`config.mk`:
```
export PLATFORM = sky130hd
export DESIGN_NAME = pulse_rate_meter_with_alarm_flat
export DESIGN_NICKNAME = d
export VERILOG_FILES = /design/src/rtl/prm_pkg.sv /design/src/rtl/prm_if.sv /design/src/rtl/prm_div.sv /design/src/rtl/pulse_rate_meter_with_alarm.sv /design/src/flat_wrapper.sv
export SDC_FILE = /design/constraint.sdc
export NUM_CORES = 1
export LEC_CHECK = 0
export ABC_AREA = 1
export BUFFER_PORTS_ARGS = -buffer_cell sky130_fd_sc_hd__buf_2
export CAP_MARGIN = 40
export CORE_ASPECT_RATIO = 1.5
export CORE_MARGIN = 4
export CORE_UTILIZATION = 30
export CTS_BUF_LIST = sky130_fd_sc_hd__clkbuf_4 sky130_fd_sc_hd__clkbuf_8
export CTS_CLUSTER_DIAMETER = 200
export DETAILED_ROUTE_END_ITERATION = 16
export HOLD_SLACK_MARGIN = 0.06
export SLEW_MARGIN = 20
export SYNTH_ARGS = -nofsm -noshare
export SYNTH_HDL_FRONTEND = slang
export SYNTH_SLANG_ARGS = --single-unit
```
`constraint.sdc`:
```
create_clock -name clk -period 4.9 [get_ports clk]
set_input_delay 0.735 -clock clk [delete_from_list [all_inputs] [get_ports clk]]
set_output_delay 0.735 -clock clk [all_outputs]
set_load 0.02 [all_outputs]
```
`src/rtl/prm_pkg.sv`:
```
// Types and constants shared by the pulse rate meter files.
`default_nettype none
package prm_pkg;

  // Field and state widths
  localparam int PERIOD_W   = 13;
  localparam int RATE_W     = 16;
  localparam int CONF_W     = 3;
  localparam int LIMIT_W    = 8;
  localparam int CFG_ADDR_W = 8;
  localparam int DIV_CNT_W  = $clog2(RATE_W);

  // Register map
  localparam logic [CFG_ADDR_W-1:0] CFG_HIGH_LIMIT = CFG_ADDR_W'(0);
  localparam logic [CFG_ADDR_W-1:0] CFG_LOW_LIMIT  = CFG_ADDR_W'(1);

  // Register reset values
  localparam logic [LIMIT_W-1:0] HIGH_LIMIT_RST = LIMIT_W'(100);
  localparam logic [LIMIT_W-1:0] LOW_LIMIT_RST  = LIMIT_W'(40);

  // Result kinds
  localparam logic EV_RATE    = 1'b0;
  localparam logic EV_TIMEOUT = 1'b1;

  // Divider control and status
  typedef struct packed {
    logic start;
  } div_ctl_t;

  typedef struct packed {
    logic busy;
    logic done;
  } div_sts_t;

endpackage
`default_nettype wire

```
`src/rtl/prm_if.sv`:
```
// Handshake channel interfaces of the pulse rate meter.
`default_nettype none

// Input word channel
interface prm_in_if;
  logic valid;
  logic ready;
  logic ms_tick;
  logic sample_strobe;
  logic pulse_level;
  modport source (output valid, ms_tick, sample_strobe, pulse_level, input ready);
  modport sink   (input valid, ms_tick, sample_strobe, pulse_level, output ready);
endinterface

// Result word channel
interface prm_out_if;
  import prm_pkg::*;
  logic              valid;
  logic              ready;
  logic              event_kind;
  logic [RATE_W-1:0] beats_per_minute;
  logic              alarm;
  modport source (output valid, event_kind, beats_per_minute, alarm, input ready);
  modport sink   (input valid, event_kind, beats_per_minute, alarm, output ready);
endinterface

// Register write channel
interface prm_cfg_if;
  import prm_pkg::*;
  logic                  valid;
  logic                  ready;
  logic [CFG_ADDR_W-1:0] addr;
  logic [LIMIT_W-1:0]    data;
  modport source (output valid, addr, data, input ready);
  modport sink   (input valid, addr, data, output ready);
endinterface

`default_nettype wire

```
`src/rtl/prm_div.sv`:
```
// Restoring radix-2 divider, one quotient bit per cycle.
`default_nettype none
module prm_div (
  input  wire                      clk,
  input  wire                      rst_n,
  input  wire prm_pkg::div_ctl_t   ctl,
  input  wire [prm_pkg::RATE_W-1:0]   dividend,
  input  wire [prm_pkg::PERIOD_W-1:0] divisor,
  output prm_pkg::div_sts_t        sts,
  output logic [prm_pkg::RATE_W-1:0]  quotient
);
  import prm_pkg::*;

  logic [PERIOD_W-1:0]  rem_r, rem_nxt;
  logic [RATE_W-1:0]    dvd_r, dvd_nxt;
  logic [RATE_W-1:0]    quo_r, quo_nxt;
  logic [PERIOD_W-1:0]  dsr_r, dsr_nxt;
  logic [DIV_CNT_W-1:0] cnt_r, cnt_nxt;
  logic                 busy_r, busy_nxt;
  logic                 done_r, done_nxt;
  logic [PERIOD_W:0]    trial;
  logic [PERIOD_W:0]    diff;
  logic                 ge;

  // Trial subtract of the shifted partial remainder
  assign trial = {rem_r, dvd_r[RATE_W-1]};
  assign ge    = trial >= {1'b0, dsr_r};
  assign diff  = trial - {1'b0, dsr_r};

  always_comb begin
    rem_nxt  = rem_r;
    dvd_nxt  = dvd_r;
    quo_nxt  = quo_r;
    dsr_nxt  = dsr_r;
    cnt_nxt  = cnt_r;
    busy_nxt = busy_r;
    done_nxt = 1'b0;
    if (ctl.start) begin
      rem_nxt  = '0;
      dvd_nxt  = dividend;
      dsr_nxt  = divisor;
      cnt_nxt  = '0;
      busy_nxt = 1'b1;
    end else if (busy_r) begin
      rem_nxt = ge ? diff[PERIOD_W-1:0] : trial[PERIOD_W-1:0];
      dvd_nxt = {dvd_r[RATE_W-2:0], 1'b0};
      quo_nxt = {quo_r[RATE_W-2:0], ge};
      cnt_nxt = cnt_r + 1'b1;
      if (cnt_r == DIV_CNT_W'(RATE_W - 1)) begin
        busy_nxt = 1'b0;
        done_nxt = 1'b1;
      end
    end
  end

  // Control state
  always_ff @(posedge clk) begin
    if (!rst_n) begin
      busy_r <= 1'b0;
      done_r <= 1'b0;
      cnt_r  <= '0;
    end else begin
      busy_r <= busy_nxt;
      done_r <= done_nxt;
      cnt_r  <= cnt_nxt;
    end
  end

  // Datapath
  always_ff @(posedge clk) begin
    rem_r <= rem_nxt;
    dvd_r <= dvd_nxt;
    quo_r <= quo_nxt;
    dsr_r <= dsr_nxt;
  end

  assign sts.busy = busy_r;
  assign sts.done = done_r;
  assign quotient = quo_r;

endmodule
`default_nettype wire

```
`src/rtl/pulse_rate_meter_with_alarm.sv`:
```
// Pulse rate meter top level: beat detection, period count, rate and alarm.
// A word without a measured beat (tick only, plain sample, or a timeout) is
// taken without leaving the idle state; a timeout result is loaded into the
// output register in the cycle that accepts the word. A word that closes a
// measured period starts the serial divider, which yields one quotient bit
// per cycle; with a 16-bit numerator the word passes through accept, 16
// divider steps, hand-off and limit compare before the next word is taken;
// a word is accepted only while the output register is empty or being read.
// Limits may be written at any time the block is idle; cfg_ch.ready is
// always high and writes to addresses above the register map are dropped.
`default_nettype none
module pulse_rate_meter_with_alarm #(
  parameter int TIMEOUT_TICKS   = 5000,
  parameter int RATE_NUMERATOR  = 60000,
  parameter int CONFIRM_SAMPLES = 4
) (
  input wire        clk,
  input wire        rst_n,
  prm_in_if.sink    in_ch,
  prm_out_if.source out_ch,
  prm_cfg_if.sink   cfg_ch
);
  import prm_pkg::*;

  typedef enum logic [2:0] {
    ST_IDLE = 3'b001,
    ST_DIV  = 3'b010,
    ST_FIN  = 3'b100
  } state_t;

  state_t              state_r, state_nxt;
  logic [PERIOD_W-1:0] cnt_r, cnt_nxt;
  logic                armed_r, armed_nxt;
  logic [CONF_W-1:0]   conf_r, conf_nxt;
  logic                alarm_r, alarm_nxt;
  logic [LIMIT_W-1:0]  high_r, low_r;

  logic                out_valid_r, out_valid_nxt;
  logic                out_kind_r, out_kind_nxt;
  logic [RATE_W-1:0]   out_bpm_r, out_bpm_nxt;
  logic                out_alarm_r, out_alarm_nxt;

  logic                in_acc;
  logic [PERIOD_W-1:0] cnt_tick;
  logic                timeout;
  logic [PERIOD_W-1:0] cnt_a;
  logic                armed_a;
  logic                alarm_a;
  logic                beat;
  logic [PERIOD_W-1:0] divisor;
  logic                rate_alarm;

  div_ctl_t            div_ctl;
  div_sts_t            div_sts;
  logic [RATE_W-1:0]   quotient;

  assign in_ch.ready = (state_r == ST_IDLE) && (!out_valid_r || out_ch.ready);
  assign in_acc      = in_ch.valid && in_ch.ready;

  // Millisecond tick and timeout
  assign cnt_tick = in_ch.ms_tick ? cnt_r + 1'b1 : cnt_r;
  assign timeout  = in_ch.ms_tick && (cnt_tick == PERIOD_W'(TIMEOUT_TICKS));
  assign cnt_a    = timeout ? '0 : cnt_tick;
  assign armed_a  = timeout ? 1'b0 : armed_r;
  assign alarm_a  = timeout ? 1'b0 : alarm_r;

  // Beat confirmation sequence
  always_comb begin
    conf_nxt = conf_r;
    beat     = 1'b0;
    if (in_ch.sample_strobe) begin
      if (conf_r < CONF_W'(CONFIRM_SAMPLES)) begin
        conf_nxt = in_ch.pulse_level ? '0 : conf_r + 1'b1;
      end else if (in_ch.pulse_level) begin
        beat     = 1'b1;
        conf_nxt = '0;
      end
    end
  end

  // Zero period divides as one
  assign divisor    = (cnt_a == '0) ? PERIOD_W'(1) : cnt_a;
  assign rate_alarm = (quotient >= RATE_W'(high_r)) || (quotient <= RATE_W'(low_r));

  // Sequencer
  always_comb begin
    state_nxt     = state_r;
    cnt_nxt       = cnt_r;
    armed_nxt     = armed_r;
    alarm_nxt     = alarm_r;
    div_ctl.start = 1'b0;
    out_valid_nxt = out_valid_r && !out_ch.ready;
    out_kind_nxt  = out_kind_r;
    out_bpm_nxt   = out_bpm_r;
    out_alarm_nxt = out_alarm_r;
    case (state_r)
      ST_IDLE: begin
        if (in_acc) begin
          cnt_nxt   = cnt_a;
          armed_nxt = armed_a;
          alarm_nxt = alarm_a;
          if (timeout) begin
            out_valid_nxt = 1'b1;
            out_kind_nxt  = EV_TIMEOUT;
            out_bpm_nxt   = '0;
            out_alarm_nxt = 1'b0;
          end
          if (beat) begin
            cnt_nxt = '0;
            if (armed_a) begin
              armed_nxt     = 1'b0;
              div_ctl.start = 1'b1;
              state_nxt     = ST_DIV;
            end else begin
              armed_nxt = 1'b1;
            end
          end
        end
      end
      ST_DIV: begin
        if (div_sts.done) begin
          state_nxt = ST_FIN;
        end
      end
      ST_FIN: begin
        alarm_nxt     = rate_alarm;
        out_valid_nxt = 1'b1;
        out_kind_nxt  = EV_RATE;
        out_bpm_nxt   = quotient;
        out_alarm_nxt = rate_alarm;
        state_nxt     = ST_IDLE;
      end
      default: begin
        state_nxt = ST_IDLE;
      end
    endcase
  end

  // Control state
  always_ff @(posedge clk) begin
    if (!rst_n) begin
      state_r     <= ST_IDLE;
      cnt_r       <= '0;
      armed_r     <= 1'b0;
      conf_r      <= '0;
      alarm_r     <= 1'b0;
      out_valid_r <= 1'b0;
    end else begin
      state_r     <= state_nxt;
      cnt_r       <= cnt_nxt;
      armed_r     <= armed_nxt;
      alarm_r     <= alarm_nxt;
      out_valid_r <= out_valid_nxt;
      if (in_acc) begin
        conf_r <= conf_nxt;
      end
    end
  end

  // Output payload
  always_ff @(posedge clk) begin
    out_kind_r  <= out_kind_nxt;
    out_bpm_r   <= out_bpm_nxt;
    out_alarm_r <= out_alarm_nxt;
  end

  // Limit registers
  assign cfg_ch.ready = 1'b1;
  always_ff @(posedge clk) begin
    if (!rst_n) begin
      high_r <= HIGH_LIMIT_RST;
      low_r  <= LOW_LIMIT_RST;
    end else if (cfg_ch.valid) begin
      if (cfg_ch.addr == CFG_HIGH_LIMIT) begin
        high_r <= cfg_ch.data;
      end else if (cfg_ch.addr == CFG_LOW_LIMIT) begin
        low_r <= cfg_ch.data;
      end
    end
  end

  // Serial divider
  prm_div u_div (
    .clk      (clk),
    .rst_n    (rst_n),
    .ctl      (div_ctl),
    .dividend (RATE_W'(RATE_NUMERATOR)),
    .divisor  (divisor),
    .sts      (div_sts),
    .quotient (quotient)
  );

  assign out_ch.valid            = out_valid_r;
  assign out_ch.event_kind       = out_kind_r;
  assign out_ch.beats_per_minute = out_bpm_r;
  assign out_ch.alarm            = out_alarm_r;

endmodule
`default_nettype wire

```
`src/flat_wrapper.sv`:
```
// flat-port wrapper written by rule: the top's interface ports become plain ports
module pulse_rate_meter_with_alarm_flat import prm_pkg::*;
#(
  parameter int TIMEOUT_TICKS   = 5000,
  parameter int RATE_NUMERATOR  = 60000,
  parameter int CONFIRM_SAMPLES = 4
)
  (clk, rst_n, in_ch_valid, in_ch_ms_tick, in_ch_sample_strobe, in_ch_pulse_level, in_ch_ready, out_ch_valid, out_ch_event_kind, out_ch_beats_per_minute, out_ch_alarm, out_ch_ready, cfg_ch_valid, cfg_ch_addr, cfg_ch_data, cfg_ch_ready);
  prm_in_if in_ch_i ();
  prm_out_if out_ch_i ();
  prm_cfg_if cfg_ch_i ();
  input wire clk;
  input wire rst_n;
  input wire logic [$bits(in_ch_i.valid)-1:0] in_ch_valid;
  input wire logic [$bits(in_ch_i.ms_tick)-1:0] in_ch_ms_tick;
  input wire logic [$bits(in_ch_i.sample_strobe)-1:0] in_ch_sample_strobe;
  input wire logic [$bits(in_ch_i.pulse_level)-1:0] in_ch_pulse_level;
  output wire logic [$bits(in_ch_i.ready)-1:0] in_ch_ready;
  output wire logic [$bits(out_ch_i.valid)-1:0] out_ch_valid;
  output wire logic [$bits(out_ch_i.event_kind)-1:0] out_ch_event_kind;
  output wire logic [$bits(out_ch_i.beats_per_minute)-1:0] out_ch_beats_per_minute;
  output wire logic [$bits(out_ch_i.alarm)-1:0] out_ch_alarm;
  input wire logic [$bits(out_ch_i.ready)-1:0] out_ch_ready;
  input wire logic [$bits(cfg_ch_i.valid)-1:0] cfg_ch_valid;
  input wire logic [$bits(cfg_ch_i.addr)-1:0] cfg_ch_addr;
  input wire logic [$bits(cfg_ch_i.data)-1:0] cfg_ch_data;
  output wire logic [$bits(cfg_ch_i.ready)-1:0] cfg_ch_ready;
  assign in_ch_i.valid = in_ch_valid;
  assign in_ch_i.ms_tick = in_ch_ms_tick;
  assign in_ch_i.sample_strobe = in_ch_sample_strobe;
  assign in_ch_i.pulse_level = in_ch_pulse_level;
  assign in_ch_ready = in_ch_i.ready;
  assign out_ch_valid = out_ch_i.valid;
  assign out_ch_event_kind = out_ch_i.event_kind;
  assign out_ch_beats_per_minute = out_ch_i.beats_per_minute;
  assign out_ch_alarm = out_ch_i.alarm;
  assign out_ch_i.ready = out_ch_ready;
  assign cfg_ch_i.valid = cfg_ch_valid;
  assign cfg_ch_i.addr = cfg_ch_addr;
  assign cfg_ch_i.data = cfg_ch_data;
  assign cfg_ch_ready = cfg_ch_i.ready;
  pulse_rate_meter_with_alarm #(.TIMEOUT_TICKS(TIMEOUT_TICKS), .RATE_NUMERATOR(RATE_NUMERATOR), .CONFIRM_SAMPLES(CONFIRM_SAMPLES)) u_core (.clk(clk), .rst_n(rst_n), .in_ch(in_ch_i), .out_ch(out_ch_i), .cfg_ch(cfg_ch_i));
endmodule
```
==> qor.yml <==
status:
  run_status: "finished clean"
setup_path:
  crit_start: "u_core.cnt_r[0]"
  crit_slowest_cell: "inv_1"
  rrSetupSlack_ns: 1.87
  cp.arrival_ns: 3.09
  worst_path_most_repeated_cell: "nand2_1"
  rr_worst_depth: 14
  cp.required_ns: 4.96
  r2r_start: "u_core.cnt_r[0]"
  cp-start-kind: "flip-flop"
  worstPathMaxFanout: 16
  cpPeakStageDelay_ns: 0.46
  critPathCaptureType: "flip-flop"
  crit_chain: "ha_1, nand3_2, nand2_1, nand2_1, nor2_1, nand2_1, nor2_4, nand4_4, nand2_1, inv_2, ha_1, nand2_1, nand2_1, inv_1"
  critPathKind: "flip-flop to flip-flop"
  timing.rr.end: "u_core.u_div.quotient[14]"
sta:
  worst_pin_slew_ns: 0.779
  min_period_over_period_pct: 61.8
  hold_viol: 0
  period_needed_ns: 3.03
  max_freq_mhz: 330
  setup_violations: 0
  rsz0062_at_grt: "no"
  fin_skew_ns: 0.0146
  final.setup.tns_ns: 0
  final_max_slew_viol_count: 0
  slew_headroom_pct: 48.0
power_and_ir_drop:
  ir_drop_mv: 0.198
  p_per_area_mw_per_mm2: 320
  power_frac_seq_pct: 48.6
  p_clk_share_pct: 41.1
  p_leak_uw: 0.00303
  p_comb_share_pct: 10.3
  swShare_pct: 28.4
  intPower_uw: 1530
  power_switching_uw: 606
synthesis:
  avgSynthCellArea_um2: 8.19
  synth_top_area_share_pct: 24.6
  ys_types: 38
  synth_area_mm2: 0.00573
  synth-edff-count: 47
  yosys_most_used_dff: "dfxtp_1"
  ys_seq_elements: 114
  synthTopCellsByCount: "145 x nand2_1, 112 x inv_1, 68 x a21oi_1"
  syn-num-nets: 757
  yosys.area.top_type: "edfxtp_1"
  synth_area_leaders: "edfxtp_1 25%, dfxtp_1 23%, nand2_1 9.5%"
  synthArstFlopShare_pct: 0
  syn-instance-count: 699
  yosysSeqAreaShare_pct: 48.1
  synth_most_common_cell: "nand2_1"
  ys_warn_count: 0
placement:
  place_congestion: 0.792
  numPortBuffers: 43
  placedInstanceArea_mm2: 0.00625
  hpwl_um: 8780
floorplan:
  die_w_um: 121
  die_h_um: 177
  initial_core_util_pct: 30.8
  die_area_mm2: 0.0214
  rows: 61
  ios: 45
  core-area_mm2: 0.0186
worst_hold_path:
  min_to: "u_core.u_div.quotient[1]"
  hold_path_depth: 0
  min_path_type: "flip-flop to flip-flop"
  min_from: "u_core.u_div.quotient[0]"
clock_tree:
  clock-root-buffer: "clkbuf_8"
  clockBufferDepth: 2
  cts_resized: 0
  h-tree-depth: 4
  cts_hold_buf: 0
  numCtsBuffers: 17
  cts_setup_buffers: 0
  clk_latency_ns: 0.43
  cts_tree: "built"
  clk_pin_slew_ns: 0.09
  clock-sinks: 114
final_layout:
  register_area_mm2: 0.00275
  drive_gt1_share_pct: 13.9
  fill_cells: 2011
  multi_input_area_mm2: 0.00246
  syn_to_final_growth_pct: 16.5
  fin_area_mm2: 0.00667
  n_antenna_cell: 0
  fin_nets: 807
route:
  finalWirelength_um: 11900
  antenna_left: 0
  dr.pass1.iters: 4
  route.vias.total: 4502
  dr.max_layer_used: "met4"
  drt_iter0_markers: 171
  vias_per_cell: 4.44
  dr_wl_met3_um: 298
  wl_per_cell_um: 11.7
  met1_length_um: 5050
  route.met2.wl_um: 6320
  drc: 0
global_route:
  grt_max_degree: 28
  grt_usage_pct: 11.9
  grt_pass1_vias: 4529
  grt_overflow_total: 0
  grt_pass1_wl_um: 20700
  antenna_found_initial: 0
job:
  maxCapViolCount: 0
## layout make-up
type | count | share of cell area, %
Multi-Input combinational cell | 451 | 36.9
Tap cell | 252 | 4.73
Clock buffer | 17 | 3.51
Timing Repair Buffer | 49 | 4.67
Inverter | 116 | 6.53
Sequential cell | 114 | 41.3
Clock inverter | 15 | 2.36
## registers in the layout (all words and copies together), names as in the netlist, 3 cells and up
register                        count
u_core.conf_r                       3
u_core.state_r                      3
u_core.u_div.rem_r                 13
u_core.u_div.dsr_r                 13
u_core.u_div.quotient              16
u_core.u_div.cnt_r                  4
u_core.u_div.dvd_r                 11
u_core.out_ch.beats_per_minute     16
u_core.high_r                       8
u_core.cnt_r                       13
u_core.low_r                        8
## worst max path at each step
stage | cells past startpoint | end | slack [ns]
after detailed placement | 14 | u_core.u_div.quotient[11] | 1.55
final | 14 | u_core.u_div.quotient[14] | 1.87
after CTS | 14 | u_core.u_div.quotient[7] | 1.83
after floorplan | 5 | u_core.out_ch.alarm | 1.95
after global routing | 15 | u_core.u_div.quotient[14] | 1.58
after global placement | 12 | u_core.u_div.dsr_r[2] | 1.52
## cell usage in the layout (no fill, tap or decap), types with 2 or more instances in the layout
cell,count
nand3_2,3
nor4_1,3
nand2_1,145
o21ai_2,2
buf_2,43
nor2_1,61
dfxtp_1,67
a21oi_1,68
xnor2_1,7
nand3_1,25
xor2_1,7
clkinvlp_4,2
o21bai_1,3
a22oi_1,2
buf_4,2
o21ai_0,38
ha_1,33
inv_1,112
o211ai_1,13
nand2_2,7
clkbuf_8,17
nor2_4,3
inv_2,4
inv_6,8
buf_16,2
nor2_2,3
edfxtp_1,47
nor3_1,7
inv_8,3
a31oi_1,2
nand4_1,8
## critical path, delay by kind of cell, from the launching register on
| kind | cells | cell delay (ns) |
|---|---|---|
| adder cells (fa/ha/maj) | 2 | 0.40 |
| buffers and inverters | 2 | 0.50 |
| flip-flops | 1 | 0.44 |
| AND/OR/NAND/NOR | 10 | 1.33 |
## metrics by stage
stage	power, uW	utilization [%]	std cells	setup WS, ns	hold WS [ns]
final	2130	35.8	1014	1.87	0.450
after global routing	2250	35.8	1014	1.58	0.451
after CTS	2160	35.7	1013	1.83	0.451
after detailed placement	1280	33.6	981	1.55	0.440
after global placement	1270	33.2	977	1.52	0.434
after floorplan	1220	-	699	1.95	0.422
## routing by layer
metal,track usage [%],vias to the layer above
met5,0,-
met4,5.01,0
met3,2.11,16
met2,21.9,58
met1,13.4,2041
li1,-,2387
## power groups by stage
stage | clock (uW) | combinational [uW] | sequential (uW)
final | 876 | 219 | 1040
after global routing | 951 | 258 | 1040
after CTS | 901 | 220 | 1040
after detailed placement | 0 | 218 | 1060
after global placement | 0 | 215 | 1060
after floorplan | 0 | 170 | 1050
## logic make-up (layout without fill, tap and decap cells)
group           Yosys count  count (layout)  synth area share [%]
other cells               1               1                0.0655
compound gates          131             131                  12.5
simple gates            271             271                  20.7
flops                   114             114                  48.1
buf+inv                 134             197                  8.94
fa+ha+maj                34              34                  7.56
xor+xnor                 14              14                  2.14
Power figures use the tool's default switching activity.
